`src/design/ctcb_pkg.sv`:
```
// Trace capture buffer package: shared constants, kind codes and beat structs.
// No dependencies.
`default_nettype none

package ctcb_pkg;

  localparam int unsigned DEPTH_DEF  = 16;
  localparam int unsigned SIZE_RESET = 16;
  localparam int unsigned SIZE_MIN   = 3;
  localparam int unsigned CFG_W      = 5;
  localparam int unsigned OFFS_W     = 4;

  typedef enum logic [1:0] {
    KIND_RECORD = 2'd0,
    KIND_FETCH  = 2'd1,
    KIND_CLEAR  = 2'd2
  } kind_e;

  // one stored trace record
  typedef struct packed {
    logic [31:0] tag;
    logic [63:0] value_a;
    logic [63:0] value_b;
    logic [63:0] thread;
  } entry_t;

  // per-beat control travelling alongside a store read
  typedef struct packed {
    logic vld;
    logic last;
    logic empty;
    logic lost;
  } meta_t;

  // one result beat
  typedef struct packed {
    entry_t ent;
    logic   lost;
    logic   empty;
    logic   last;
  } res_t;

endpackage

`default_nettype wire

```
`src/design/ctcb_mem.sv`:
```
// Record store: one write port, one read port, registered read data.
// Depends on ctcb_pkg.
`default_nettype none

module ctcb_mem
  import ctcb_pkg::*;
#(
  parameter int unsigned DEPTH = DEPTH_DEF,
  localparam int unsigned AW   = $clog2(DEPTH)
) (
  input  wire logic          clk_i,
  input  wire logic          we_i,
  input  wire logic [AW-1:0] waddr_i,
  input  wire entry_t        wdata_i,
  input  wire logic          re_i,
  input  wire logic [AW-1:0] raddr_i,
  output      entry_t        rdata_o
);

  entry_t mem_q [DEPTH];
  entry_t rdata_q;

  always_ff @(posedge clk_i) begin
    if (we_i) begin
      mem_q[waddr_i] <= wdata_i;
    end
  end

  always_ff @(posedge clk_i) begin
    if (re_i) begin
      rdata_q <= mem_q[raddr_i];
    end
  end

  assign rdata_o = rdata_q;

endmodule

`default_nettype wire

```
`src/design/ctcb_seq.sv`:
```
// Ring control: write pointer, wrap flag, size register and fetch read sequencer.
// Depends on ctcb_pkg.
`default_nettype none

module ctcb_seq
  import ctcb_pkg::*;
#(
  parameter int unsigned DEPTH = DEPTH_DEF,
  localparam int unsigned AW   = $clog2(DEPTH),
  localparam int unsigned PW   = $clog2(DEPTH + 1)
) (
  input  wire logic              clk_i,
  input  wire logic              rst_ni,
  input  wire logic              in_valid_i,
  output      logic              in_ready_o,
  input  wire logic [1:0]        kind_i,
  input  wire logic [OFFS_W-1:0] start_offset_i,
  input  wire logic              cfg_valid_i,
  output      logic              cfg_ready_o,
  input  wire logic [CFG_W-1:0]  cfg_data_i,
  input  wire logic              can_issue_i,
  output      logic              we_o,
  output      logic [AW-1:0]     waddr_o,
  output      logic              re_o,
  output      logic [AW-1:0]     raddr_o,
  output      meta_t             iss_o
);

  localparam int unsigned CW = ((PW > OFFS_W) ? PW : OFFS_W) + 1;
  localparam int unsigned VW = (PW > CFG_W) ? PW : CFG_W;
  localparam int unsigned SIZE_RST = (SIZE_RESET > DEPTH) ? DEPTH : SIZE_RESET;

  logic          busy_q, busy_d;
  logic          empty_q, empty_d;
  logic          wrapped_q, wrapped_d;
  logic [PW-1:0] wp_q, wp_d;
  logic [PW-1:0] size_q, size_d;
  logic [AW-1:0] pos_q, pos_d;
  logic [PW-1:0] rem_q, rem_d;

  logic          in_acc;
  logic          wrap_rec;
  logic          issue;
  logic [PW-1:0] count;
  logic [CW-1:0] count_x, start_x, size_x, pos0, pos0_w;
  logic [PW-1:0] pos_inc;
  logic [VW-1:0] cfg_x;
  logic [VW-1:0] clamp_v;

  assign in_ready_o  = !busy_q;
  assign cfg_ready_o = !busy_q;
  assign in_acc      = in_valid_i && !busy_q;
  assign issue       = busy_q && can_issue_i;

  // lazy wrap: the record after the one that filled the ring goes to entry 0
  assign wrap_rec = (wp_q >= size_q);
  assign we_o     = in_acc && (kind_e'(kind_i) == KIND_RECORD);
  assign waddr_o  = wrap_rec ? '0 : AW'(wp_q);

  assign count   = wrapped_q ? size_q : wp_q;
  assign count_x = CW'(count);
  assign start_x = CW'(start_offset_i);
  assign size_x  = CW'(size_q);
  assign pos0    = (wrapped_q ? CW'(wp_q) : '0) + start_x;
  assign pos0_w  = (pos0 >= size_x) ? (pos0 - size_x) : pos0;
  assign pos_inc = PW'(pos_q) + PW'(1);

  assign cfg_x = VW'(cfg_data_i);
  always_comb begin
    if (cfg_x < VW'(SIZE_MIN)) begin
      clamp_v = VW'(SIZE_MIN);
    end else if (cfg_x > VW'(DEPTH)) begin
      clamp_v = VW'(DEPTH);
    end else begin
      clamp_v = cfg_x;
    end
  end

  assign re_o       = issue && !empty_q;
  assign raddr_o    = pos_q;
  assign iss_o.vld   = issue;
  assign iss_o.last  = empty_q || (rem_q == PW'(1));
  assign iss_o.empty = empty_q;
  assign iss_o.lost  = wrapped_q;

  always_comb begin
    busy_d    = busy_q;
    empty_d   = empty_q;
    wrapped_d = wrapped_q;
    wp_d      = wp_q;
    size_d    = size_q;
    pos_d     = pos_q;
    rem_d     = rem_q;

    if (in_acc) begin
      unique case (kind_e'(kind_i))
        KIND_RECORD: begin
          wp_d = wrap_rec ? PW'(1) : (wp_q + PW'(1));
          if (wrap_rec) begin
            wrapped_d = 1'b1;
          end
        end
        KIND_FETCH: begin
          busy_d  = 1'b1;
          empty_d = (start_x >= count_x);
          pos_d   = AW'(pos0_w);
          rem_d   = PW'(count_x - start_x);
        end
        KIND_CLEAR: begin
          wp_d      = '0;
          wrapped_d = 1'b0;
        end
        default: ;
      endcase
    end

    if (issue) begin
      if (empty_q || (rem_q == PW'(1))) begin
        busy_d = 1'b0;
      end
      pos_d = (pos_inc == size_q) ? '0 : AW'(pos_inc);
      rem_d = rem_q - PW'(1);
    end

    if (cfg_valid_i && !busy_q) begin
      size_d    = PW'(clamp_v);
      wp_d      = '0;
      wrapped_d = 1'b0;
    end
  end

  always_ff @(posedge clk_i or negedge rst_ni) begin
    if (!rst_ni) begin
      busy_q    <= 1'b0;
      empty_q   <= 1'b0;
      wrapped_q <= 1'b0;
      wp_q      <= '0;
      size_q    <= PW'(SIZE_RST);
    end else begin
      busy_q    <= busy_d;
      empty_q   <= empty_d;
      wrapped_q <= wrapped_d;
      wp_q      <= wp_d;
      size_q    <= size_d;
    end
  end

  always_ff @(posedge clk_i) begin
    pos_q <= pos_d;
    rem_q <= rem_d;
  end

endmodule

`default_nettype wire

```
`src/design/ctcb_outq.sv`:
```
// Result path: read-data alignment stage and a two-beat output queue.
// Depends on ctcb_pkg.
`default_nettype none

module ctcb_outq
  import ctcb_pkg::*;
(
  input  wire logic   clk_i,
  input  wire logic   rst_ni,
  input  wire meta_t  iss_i,
  input  wire entry_t rdata_i,
  input  wire logic   pop_i,
  output      logic   can_issue_o,
  output      logic   valid_o,
  output      res_t   res_o
);

  logic       infl_q;
  meta_t      meta_q;
  res_t       slot_q [2];
  logic       wr_ptr_q, rd_ptr_q;
  logic [1:0] cnt_q;
  logic       push;
  res_t       push_res;
  logic [2:0] occ;

  assign push = infl_q;

  always_comb begin
    push_res.ent   = meta_q.empty ? '0 : rdata_i;
    push_res.lost  = meta_q.lost;
    push_res.empty = meta_q.empty;
    push_res.last  = meta_q.last;
  end

  // a read issued now lands in the next cycle; keep queue plus in-flight within two
  assign occ         = {1'b0, cnt_q} + {2'b00, infl_q} - {2'b00, pop_i};
  assign can_issue_o = (occ < 3'd2);

  assign valid_o = (cnt_q != 2'd0);
  assign res_o   = slot_q[rd_ptr_q];

  always_ff @(posedge clk_i or negedge rst_ni) begin
    if (!rst_ni) begin
      infl_q   <= 1'b0;
      wr_ptr_q <= 1'b0;
      rd_ptr_q <= 1'b0;
      cnt_q    <= 2'd0;
    end else begin
      infl_q <= iss_i.vld;
      if (push) begin
        wr_ptr_q <= !wr_ptr_q;
      end
      if (pop_i) begin
        rd_ptr_q <= !rd_ptr_q;
      end
      cnt_q <= cnt_q + {1'b0, push} - {1'b0, pop_i};
    end
  end

  always_ff @(posedge clk_i) begin
    meta_q <= iss_i;
    if (push) begin
      slot_q[wr_ptr_q] <= push_res;
    end
  end

endmodule

`default_nettype wire

```
`src/design/circular_trace_capture_buffer.sv`:
```
// Circular trace capture buffer, top level. Uses ctcb_pkg, ctcb_seq, ctcb_mem, ctcb_outq.
// A record beat is stored in the cycle it is taken, one every cycle while no fetch runs.
// A fetch beat is taken in one handshake; its first result passes the busy flag, read
// register and queue slot, then one result per cycle while the sink is ready, paced by
// the single store read port. No input beat is taken while a fetch is issuing reads.
// Reset (rst_ni, async, low): pointer and wrap flag cleared, size back to its default;
// the store is not cleared and needs no clearing pass.
`default_nettype none

module circular_trace_capture_buffer
  import ctcb_pkg::*;
#(
  parameter int unsigned DEPTH = DEPTH_DEF
) (
  input  wire logic              clk_i,
  input  wire logic              rst_ni,
  // item channel
  input  wire logic              in_valid_i,
  output      logic              in_ready_o,
  input  wire logic [1:0]        kind_i,
  input  wire logic [31:0]       site_tag_i,
  input  wire logic [63:0]       value_a_i,
  input  wire logic [63:0]       value_b_i,
  input  wire logic [63:0]       thread_id_i,
  input  wire logic [OFFS_W-1:0] start_offset_i,
  // size register write channel
  input  wire logic              cfg_valid_i,
  output      logic              cfg_ready_o,
  input  wire logic [CFG_W-1:0]  cfg_data_i,
  // result channel
  output      logic              out_valid_o,
  input  wire logic              out_ready_i,
  output      logic [31:0]       out_tag_o,
  output      logic [63:0]       out_value_a_o,
  output      logic [63:0]       out_value_b_o,
  output      logic [63:0]       out_thread_o,
  output      logic              lost_older_o,
  output      logic              is_empty_o,
  output      logic              last_o
);

  localparam int unsigned AW = $clog2(DEPTH);

  logic          we, re, can_issue, pop;
  logic [AW-1:0] waddr, raddr;
  entry_t        wdata, rdata;
  meta_t         iss;
  res_t          res;

  // record payload as stored
  always_comb begin
    wdata.tag     = site_tag_i;
    wdata.value_a = value_a_i;
    wdata.value_b = value_b_i;
    wdata.thread  = thread_id_i;
  end

  // Control: decodes the item, keeps write pointer / wrap flag / size, and
  // walks the ring oldest first on a fetch, one read per cycle when the
  // result queue has room.
  ctcb_seq #(
    .DEPTH(DEPTH)
  ) u_seq (
    .clk_i,
    .rst_ni,
    .in_valid_i,
    .in_ready_o,
    .kind_i,
    .start_offset_i,
    .cfg_valid_i,
    .cfg_ready_o,
    .cfg_data_i,
    .can_issue_i (can_issue),
    .we_o        (we),
    .waddr_o     (waddr),
    .re_o        (re),
    .raddr_o     (raddr),
    .iss_o       (iss)
  );

  // Record store, one entry per ring slot.
  ctcb_mem #(
    .DEPTH(DEPTH)
  ) u_mem (
    .clk_i,
    .we_i    (we),
    .waddr_i (waddr),
    .wdata_i (wdata),
    .re_i    (re),
    .raddr_i (raddr),
    .rdata_o (rdata)
  );

  // Read data meets its beat flags here; a two-deep queue decouples the
  // sink so a stalled result never loses an in-flight read.
  assign pop = out_valid_o && out_ready_i;

  ctcb_outq u_outq (
    .clk_i,
    .rst_ni,
    .iss_i       (iss),
    .rdata_i     (rdata),
    .pop_i       (pop),
    .can_issue_o (can_issue),
    .valid_o     (out_valid_o),
    .res_o       (res)
  );

  assign out_tag_o     = res.ent.tag;
  assign out_value_a_o = res.ent.value_a;
  assign out_value_b_o = res.ent.value_b;
  assign out_thread_o  = res.ent.thread;
  assign lost_older_o  = res.lost;
  assign is_empty_o    = res.empty;
  assign last_o        = res.last;

endmodule

`default_nettype wire

```
`config.mk`:
```
export PLATFORM = sky130hd
export DESIGN_NAME = circular_trace_capture_buffer
export DESIGN_NICKNAME = d
export VERILOG_FILES = /design/src/design/ctcb_pkg.sv /design/src/design/ctcb_mem.sv /design/src/design/ctcb_seq.sv /design/src/design/ctcb_outq.sv /design/src/design/circular_trace_capture_buffer.sv
export SDC_FILE = /design/constraint.sdc
export NUM_CORES = 2
export LEC_CHECK = 0
export BUFFER_PORTS_ARGS = -buffer_cell sky130_fd_sc_hd__buf_2
export CAP_MARGIN = 20
export CORE_UTILIZATION = 45
export DETAILED_ROUTE_END_ITERATION = 10
export PLACE_DENSITY_LB_ADDON = 0.15
export SLEW_MARGIN = 20
export SYNTH_ARGS = -nofsm -noshare
export SYNTH_HDL_FRONTEND = slang
export SYNTH_HIERARCHICAL = 1
export SYNTH_SLANG_ARGS = --single-unit
export TNS_END_PERCENT = 20
```
`constraint.sdc`:
```
create_clock -name clk_i -period 17.6 [get_ports clk_i]
set_input_delay 0.88 -clock clk_i [delete_from_list [all_inputs] [get_ports clk_i]]
set_output_delay 0.88 -clock clk_i [all_outputs]
set_load 0.1 [all_outputs]
```
; ---- Word level (Yosys, flattened, before mapping)
; Memory sizes are Yosys's and may differ from the RTL's. A register that Yosys moved wholly into a read port is not among the register bits.
; Cells that the tools add are included.
[word_totals]
reg_bits = 30
ramBits = 4038
word_cells = 88
memories = 2
[op_classes]
addsub = 10
magnitude_cmp = 6
n_eq_ne = 5
n_mux = 30
reduce_logical = 21
[mem_list]
columns = memory, words, word_bits, read_ports, rd_ports_with_merged_regs, write_ports, line
row1 = u_mem.mem_q, 16, 224, 1, 1, 1, ctcb_mem.sv:20  ; entry_t mem_q [DEPTH];
row2 = u_outq.slot_q, 2, 227, 1, 0, 1, ctcb_outq.sv:20  ; res_t slot_q [2];
[op_table]
columns = cell, n
row1 = 224-bit 2-to-1 mux, 1
row2 = 5-bit 2-to-1 mux, 10
row3 = 4-bit 2-to-1 mux, 6
row4 = 1-bit 2-to-1 mux, 11
row5 = 5-bit case mux with 2 select lines, 1
row6 = 2-bit nonzero test, 4
row7 = 5-bit by 4-bit adder with 6-bit output, 1
row8 = 6-bit by 5-bit >= comparator with 1-bit output, 1
row9 = 1-bit logical AND, 6
row10 = 2-bit AND reduction, 3
row11 = 4-bit by 1-bit adder with 5-bit output (second input constant), 1
row12 = 5-bit by 1-bit adder with 5-bit output (second input constant), 1
row13 = 5-bit by 1-bit == test with 1-bit output (second input constant), 1
row14 = 5-bit == test, 1
row15 = 4-bit by 5-bit >= comparator with 1-bit output, 1
row16 = 5-bit >= comparator, 1
row17 = 5-bit > comparator (second input constant), 1
row18 = 5-bit by 2-bit < comparator with 1-bit output (second input constant), 1
row19 = 5-bit by 1-bit subtractor with 5-bit output (second input constant), 1
row20 = 5-bit by 4-bit subtractor with 5-bit output, 1
row21 = 1-bit zero test, 4
row22 = 4-bit subtractor, 1
row23 = 2-bit by 1-bit adder with 3-bit output, 1
row24 = 3-bit by 2-bit < comparator with 1-bit output (second input constant), 1
row25 = 11 further kinds, 11

; ---- Longest topological paths before layout
[depth]
ltp_word = 7
depth_mapped = 13

; ---- Cells and area by module
; The synthesis kept the hierarchy.
[modules_own_cells]
columns = module, n_inst, cells_each, area_each_um2, seq_area_each_um2
row1 = ctcb_mem, 1, 5853, 141296.8, 114349.7
row2 = ctcb_outq, 1, 977, 18277.5, 13818.3
row3 = ctcb_seq, 1, 213, 1943.1, 596.8
row4 = circular_trace_capture_buffer, 1, 1, 6.3, 0.0

; ---- Worst setup path before layout
; Ideal clock, no wire load.
[synth_timing]
kind = register -> register
start = register u_seq.busy_q
end = memory u_mem/mem_q[0][0] (netlist bit) (enable)
setup_ns = 1.083
t_arrival_ns = 17.274
setup_slack_ns = -0.757
path_stages_with_launch = 6
n_path_buf = 0
cell_sequence = dfrtp_1 inv_1 nand3_1 nor2_1 or3b_2 nor3_1
[synth_between]
elab_chain_len = 5
[synth_rtl]
columns = element, line
row1 = from (decl), ctcb_seq.sv:33  ; logic busy_q, busy_d;
row2 = from (signal assigned), ctcb_seq.sv:140  ; busy_q <= busy_d;
row3 = 1-bit zero test, --
row4 = net cfg_ready_o, circular_trace_capture_buffer.sv:28  ; output logic cfg_ready_o,
row5 = 1-bit logical AND, ctcb_seq.sv:52  ; assign in_acc = in_valid_i && !busy_q;
row6 = 1-bit logical AND, ctcb_seq.sv:57  ; assign we_o = in_acc && (kind_e'(kind_i) == KIND_RECORD);
row7 = net we, circular_trace_capture_buffer.sv:44  ; logic we, re, can_issue, pop;
row8 = 1-bit 2-to-1 mux, ctcb_mem.sv:24  ; if (we_i) begin
row9 = 1-bit 2-to-1 mux (implied by the code), ctcb_mem.sv:25  ; mem_q[waddr_i] <= wdata_i;
row10 = to (decl), ctcb_mem.sv:20
; The timed path passes the listed nets, and every way through them passes these cells.

; ---- Worst setup path after layout
[layout_timing]
start = register u_seq.size_q[4]
end = memory u_mem/mem_q[9][123] (netlist bit) (enable)
[layout_between]
elab_chain_len = 2
[layout_rtl]
columns = element, line
row1 = from (decl), ctcb_seq.sv:37  ; logic [PW-1:0] size_q, size_d;
row2 = from (signal assigned), ctcb_seq.sv:138  ; size_q <= PW'(SIZE_RST);
row3 = from (signal assigned), ctcb_seq.sv:144  ; size_q <= size_d;
row4 = 5-bit >= comparator, ctcb_seq.sv:56  ; assign wrap_rec = (wp_q >= size_q);
row5 = 4-bit 2-to-1 mux, ctcb_seq.sv:58  ; assign waddr_o = wrap_rec ? '0 : AW'(wp_q);
row6 = net waddr[0], circular_trace_capture_buffer.sv:45  ; logic [AW-1:0] waddr, raddr;
; The timed path passes the listed nets, and every way through them passes these cells.

==> impl_results.html <==
<table>
<tr><th>Metric</th><th>Value</th></tr>
<tr><th colspan="2">Run status</th></tr>
<tr><td>Status</td><td>complete, no violations</td></tr>
<tr><th colspan="2">Timing</th></tr>
<tr><td>Period utilization</td><td>0.349</td></tr>
<tr><td>Setup skew after layout</td><td>0.0892 ns</td></tr>
<tr><td>Final Worst Setup Slack</td><td>11.46 ns</td></tr>
<tr><td>Worst Max-Slew Pin Slew</td><td>1.15 ns</td></tr>
<tr><td>Final TNS setup</td><td>0 ns</td></tr>
<tr><td>Final Hold Vio Count</td><td>0</td></tr>
<tr><td>Final setup violation count</td><td>0</td></tr>
<tr><td>Max-slew headroom at the worst pin</td><td>0.233</td></tr>
<tr><td>Unrepaired setup endpoints after global routing</td><td>false</td></tr>
<tr><td>Worst hold slack</td><td>0.135 ns</td></tr>
<tr><td>Final critical-path required period</td><td>6.14 ns</td></tr>
<tr><td>Achievable frequency</td><td>163 MHz</td></tr>
<tr><td>Final Slew Violations</td><td>0</td></tr>
<tr><th colspan="2">Synthesis</th></tr>
<tr><td>Proportion of synthesized chip area in sequential cells</td><td>0.797</td></tr>
<tr><td>Net count of the mapped netlist</td><td>7312</td></tr>
<tr><td>Synth area leaders</td><td>edfxtp_1 (79%), mux4_2 (12%), mux2_2 (2.4%)</td></tr>
<tr><td>Mean cell area of the mapped netlist</td><td>22.9 µm²</td></tr>
<tr><td>Library cell with the largest summed area after synthesis</td><td>edfxtp_1</td></tr>
<tr><td>Most frequent cell after synthesis</td><td>edfxtp_1</td></tr>
<tr><td>Number of flip-flops and latches in the synthesized netlist</td><td>4292</td></tr>
<tr><td>Library cells used by synthesis</td><td>57</td></tr>
<tr><td>Fraction of post-synthesis cell area in the top cell type by area</td><td>0.794</td></tr>
<tr><td>FFs w/ async S/R, synth</td><td>0.00419</td></tr>
<tr><td>Ranking of synthesized cells by instance count</td><td>edfxtp_1 (4271), mux4_2 (833), a22oi_1 (376), mux2_2 (346), nor2b_1 (275)</td></tr>
<tr><td>Post-synth EDFFs</td><td>4271</td></tr>
<tr><td>Synth Cell Area</td><td>162000 µm²</td></tr>
<tr><td>Count of warnings emitted by yosys</td><td>6</td></tr>
<tr><td>Top_reg_cell synth</td><td>edfxtp_1</td></tr>
<tr><td>Post-Syn Instances</td><td>between 7000 and 8000</td></tr>
<tr><th colspan="2">Drt</th></tr>
<tr><td>Number of vias per cell after detailed routing</td><td>5.87</td></tr>
<tr><td>Drc violations</td><td>0</td></tr>
<tr><td>Met2 layer wire length in the routed design</td><td>roughly 200 mm</td></tr>
<tr><td>Routed Antenna Nets</td><td>0</td></tr>
<tr><td>Routed length on met3</td><td>27.4 mm</td></tr>
<tr><td>First DRT Iteration DRCs</td><td>7233</td></tr>
<tr><td>Highest metal layer with signal wires</td><td>met5</td></tr>
<tr><td>Post-Route M1 WL</td><td>174 mm</td></tr>
<tr><td>Post-detailed-routing wire length</td><td>411 mm</td></tr>
<tr><td>Count of vias placed by the detailed router</td><td>~76000</td></tr>
<tr><td>Iteration count of the initial detailed-routing pass</td><td>7</td></tr>
<tr><td>Average wire length per cell after detail routing</td><td>31.9 µm</td></tr>
<tr><th colspan="2">Clocking</th></tr>
<tr><td>Buffer type at the clock tree root</td><td>clkbuf_16</td></tr>
<tr><td>Post CTS Setup Buffer Count</td><td>0</td></tr>
<tr><td>CTS buffer count</td><td>roughly 440</td></tr>
<tr><td>Maximum root-to-sink buffer count</td><td>4</td></tr>
<tr><td>CTS tree</td><td>done</td></tr>
<tr><td>Clock network latency to the later pin of the worst-skew pair</td><td>1.01 ns</td></tr>
<tr><td>Clock sink count</td><td>4292</td></tr>
<tr><td>Clock slew at the register clock pins of the worst setup and hold paths</td><td>roughly 0.06 ns</td></tr>
<tr><td>Maximum level of the CTS H-tree</td><td>5</td></tr>
<tr><th colspan="2">Finish</th></tr>
<tr><td>Signed area change from the synthesized netlist to the final layout</td><td>13.5%</td></tr>
<tr><td>Layout cell share with drive strength beyond 1</td><td>0.300</td></tr>
<tr><td>Area of all placed cells without fillers</td><td>about 180000 µm²</td></tr>
<tr><td>Util after Layout</td><td>0.514</td></tr>
<tr><td>Total number of nets in the final design</td><td>8007</td></tr>
<tr><th colspan="2">Global route</th></tr>
<tr><td>Global-route wire length before repair</td><td>roughly 600 mm</td></tr>
<tr><td>Vias in the first global route</td><td>77700</td></tr>
<tr><td>Total Routing Usage GR</td><td>0.225</td></tr>
<tr><td>Pin count of the biggest net entering global routing</td><td>130</td></tr>
<tr><td>Grt ovf</td><td>0</td></tr>
<tr><td>Initial antenna violation count</td><td>127</td></tr>
<tr><th colspan="2">Placement</th></tr>
<tr><td>Post-place setup slack</td><td>11.58 ns</td></tr>
<tr><td>Post-DP Area</td><td>169000 µm²</td></tr>
<tr><td>Placer's final routability congestion estimate</td><td>0.766</td></tr>
<tr><td>Final HPWL DP</td><td>213 mm</td></tr>
<tr><td>Number of port buffers</td><td>469</td></tr>
<tr><th colspan="2">Min path</th></tr>
<tr><td>Launch instance of the worst min-delay path</td><td>cfg_data_i[4]</td></tr>
<tr><td>Cells on Worst Hold Path</td><td>2</td></tr>
<tr><td>Type of the worst min-delay path</td><td>in -&gt; reg</td></tr>
<tr><td>Worst Hold Path EP</td><td>u_seq/size_q[0]</td></tr>
<tr><th colspan="2">Setup path</th></tr>
<tr><td>Length in cells of the worst reg-to-reg path</td><td>10</td></tr>
<tr><td>Signal arrival time at the worst endpoint</td><td>6.70 ns</td></tr>
<tr><td>Critical path fanouts, max</td><td>40</td></tr>
<tr><td>Setup slack of the most critical reg-to-reg path</td><td>11.46 ns</td></tr>
<tr><td>Worst reg2reg startpoint</td><td>u_seq/size_q[4]</td></tr>
<tr><td>Required arrival time at the worst endpoint</td><td>between 15 and 20 ns</td></tr>
<tr><td>Kind of capture point of the worst setup path</td><td>flop</td></tr>
<tr><td>Worst R2R End</td><td>u_mem/mem_q[9][123]</td></tr>
<tr><td>Kind of critical path</td><td>reg -&gt; reg</td></tr>
<tr><td>CP startpoint kind</td><td>flop</td></tr>
<tr><th colspan="2">Job</th></tr>
<tr><td>Number of violations of the max-capacitance limit</td><td>0</td></tr>
<tr><th colspan="2">Die</th></tr>
<tr><td>Vertical die dimension</td><td>601 µm</td></tr>
<tr><td>I/O pin cnt</td><td>470</td></tr>
<tr><td>Horiz. Die Dim</td><td>601 µm</td></tr>
<tr><td>Initial Utilization</td><td>0.453</td></tr>
<tr><td>Number of rows in the core area</td><td>219</td></tr>
<tr><td>Area of the core</td><td>~360000 µm²</td></tr>
<tr><td>Total Die Area</td><td>between 300000 and 400000 µm²</td></tr>
<tr><th colspan="2">Pwr</th></tr>
<tr><td>Worst supply voltage drop on vdd</td><td>between 0.1 and 0.15 mV</td></tr>
<tr><td>Lkg Pwr</td><td>58.2 nW</td></tr>
<tr><td>Power density relative to cell area</td><td>158 nW/µm²</td></tr>
</table>
registers in the layout (all words and copies together), names as in the netlist:
| signal | count |
|---|---|
| u_outq/cnt_q | 2 |
| u_mem/mem_q | 3584 |
| u_seq/wrapped_q | 1 |
| u_seq/busy_q | 1 |
| u_seq/rem_q | 5 |
| u_mem/rdata_o | 224 |
| u_outq/slot_q | 454 |
| u_outq/infl_q | 1 |
| u_outq/rd_ptr_q | 1 |
| u_seq/wp_q | 5 |
| u_outq/meta_q | 3 |
| u_outq/wr_ptr_q | 1 |
| u_seq/raddr_o | 4 |
| u_seq/size_q | 5 |
| u_seq/empty_q | 1 |
critical path: stages, from the launching register on:
cell      delay (ns)
dfstp_2         0.57
inv_1           0.10
ha_1            0.31
a21o_1          0.19
a31oi_1         0.44
and2_1          0.46
nand2b_1        0.33
nor2_4          0.91
buf_4           0.74
buf_4           0.72
buf_4           0.72
cells by family (layout without fill, tap and decap cells):
group                    after synthesis  after routing  synth area share
adder cells (fa/ha/maj)               28             28           0.00235
other                                  0             43                 0
multiplexers                        1229           1229             0.143
XOR/XNOR                              18             18          0.000976
AO/OA/AOI/OAI                        528            528            0.0243
AND/OR/NAND/NOR                      556            556            0.0183
buffers and inverters                393           1442            0.0134
flip-flops                          4292           4292             0.797
stage by stage:
| step | power (mW) | instances |
|---|---|---|
| CTS | 29.2 | 12800 |
| detailed placement | 20.3 | 12000 |
| floorplan | 18.2 | 7044 |
| finish | 28.9 | 12900 |
| global route | 30.0 | 12900 |
| global placement | 20.2 | 12000 |
repair_timing:
item,in CTS,in global routing
hold buffers,1,0
hold endpoints to repair,17,0
setup endpoints to repair,0,0
resized for setup,0,0
layer usage:
layer,global-route usage,vias up
met5,0,-
met1,0.319,41300
met2,0.362,2546
met4,0.0605,48
met3,0.0415,630
li1,-,31100
worst max path at each step:
stage               startpoint             endpoint  cells after the start
6_report       u_seq/size_q[4]  u_mem/mem_q[9][123]                     10
2_1_floorplan     u_seq/busy_q    u_mem/mem_q[4][0]                      5
3_5_place_dp   u_seq/size_q[4]  u_mem/mem_q[9][109]                     10
5_1_grt        u_seq/size_q[2]  u_mem/mem_q[9][123]                     11
4_1_cts        u_seq/size_q[4]  u_mem/mem_q[9][123]                     10
3_3_place_gp     u_seq/wp_q[2]  u_mem/mem_q[9][134]                     10
placed cells by master, fill, tap and decap left out, types with 104 or more instances in the layout:
| cell type | Yosys | layout |
|---|---|---|
| clkbuf_16 | 0 | 451 |
| nand2_1 | 180 | 180 |
| buf_2 | 94 | 469 |
| buf_4 | 86 | 122 |
| nor2b_1 | 275 | 268 |
| mux2_2 | 346 | 346 |
| clkbuf_1 | 127 | 104 |
| a22oi_1 | 376 | 376 |
| clkinv_1 | 1 | 106 |
| edfxtp_1 | 4271 | 4271 |
| mux4_2 | 833 | 833 |
area by class of cell:
cell class / instances / area (µm²)
Clock inverter: 243 / 2130
Inverter: 24 / 90.1
Timing Repair Buffer: 620 / 3840
Multi-Input combinational cell: 2359 / 30800
Fill cell: 27700 / 173000
Antenna cell: 43 / 108
Clock buffer: 555 / 11700
Tap cell: 4751 / 5940
Sequential cell: 4292 / 129000
where the power goes:
part	leakage (nW)	switching (mW)	internal (mW)
combinational	12.7	5.11	2.73
clock	6.75	3.82	5.16
sequential	38.8	0.167	11.9
total	58.2	9.10	19.8
(Power assumes the default switching activity.)
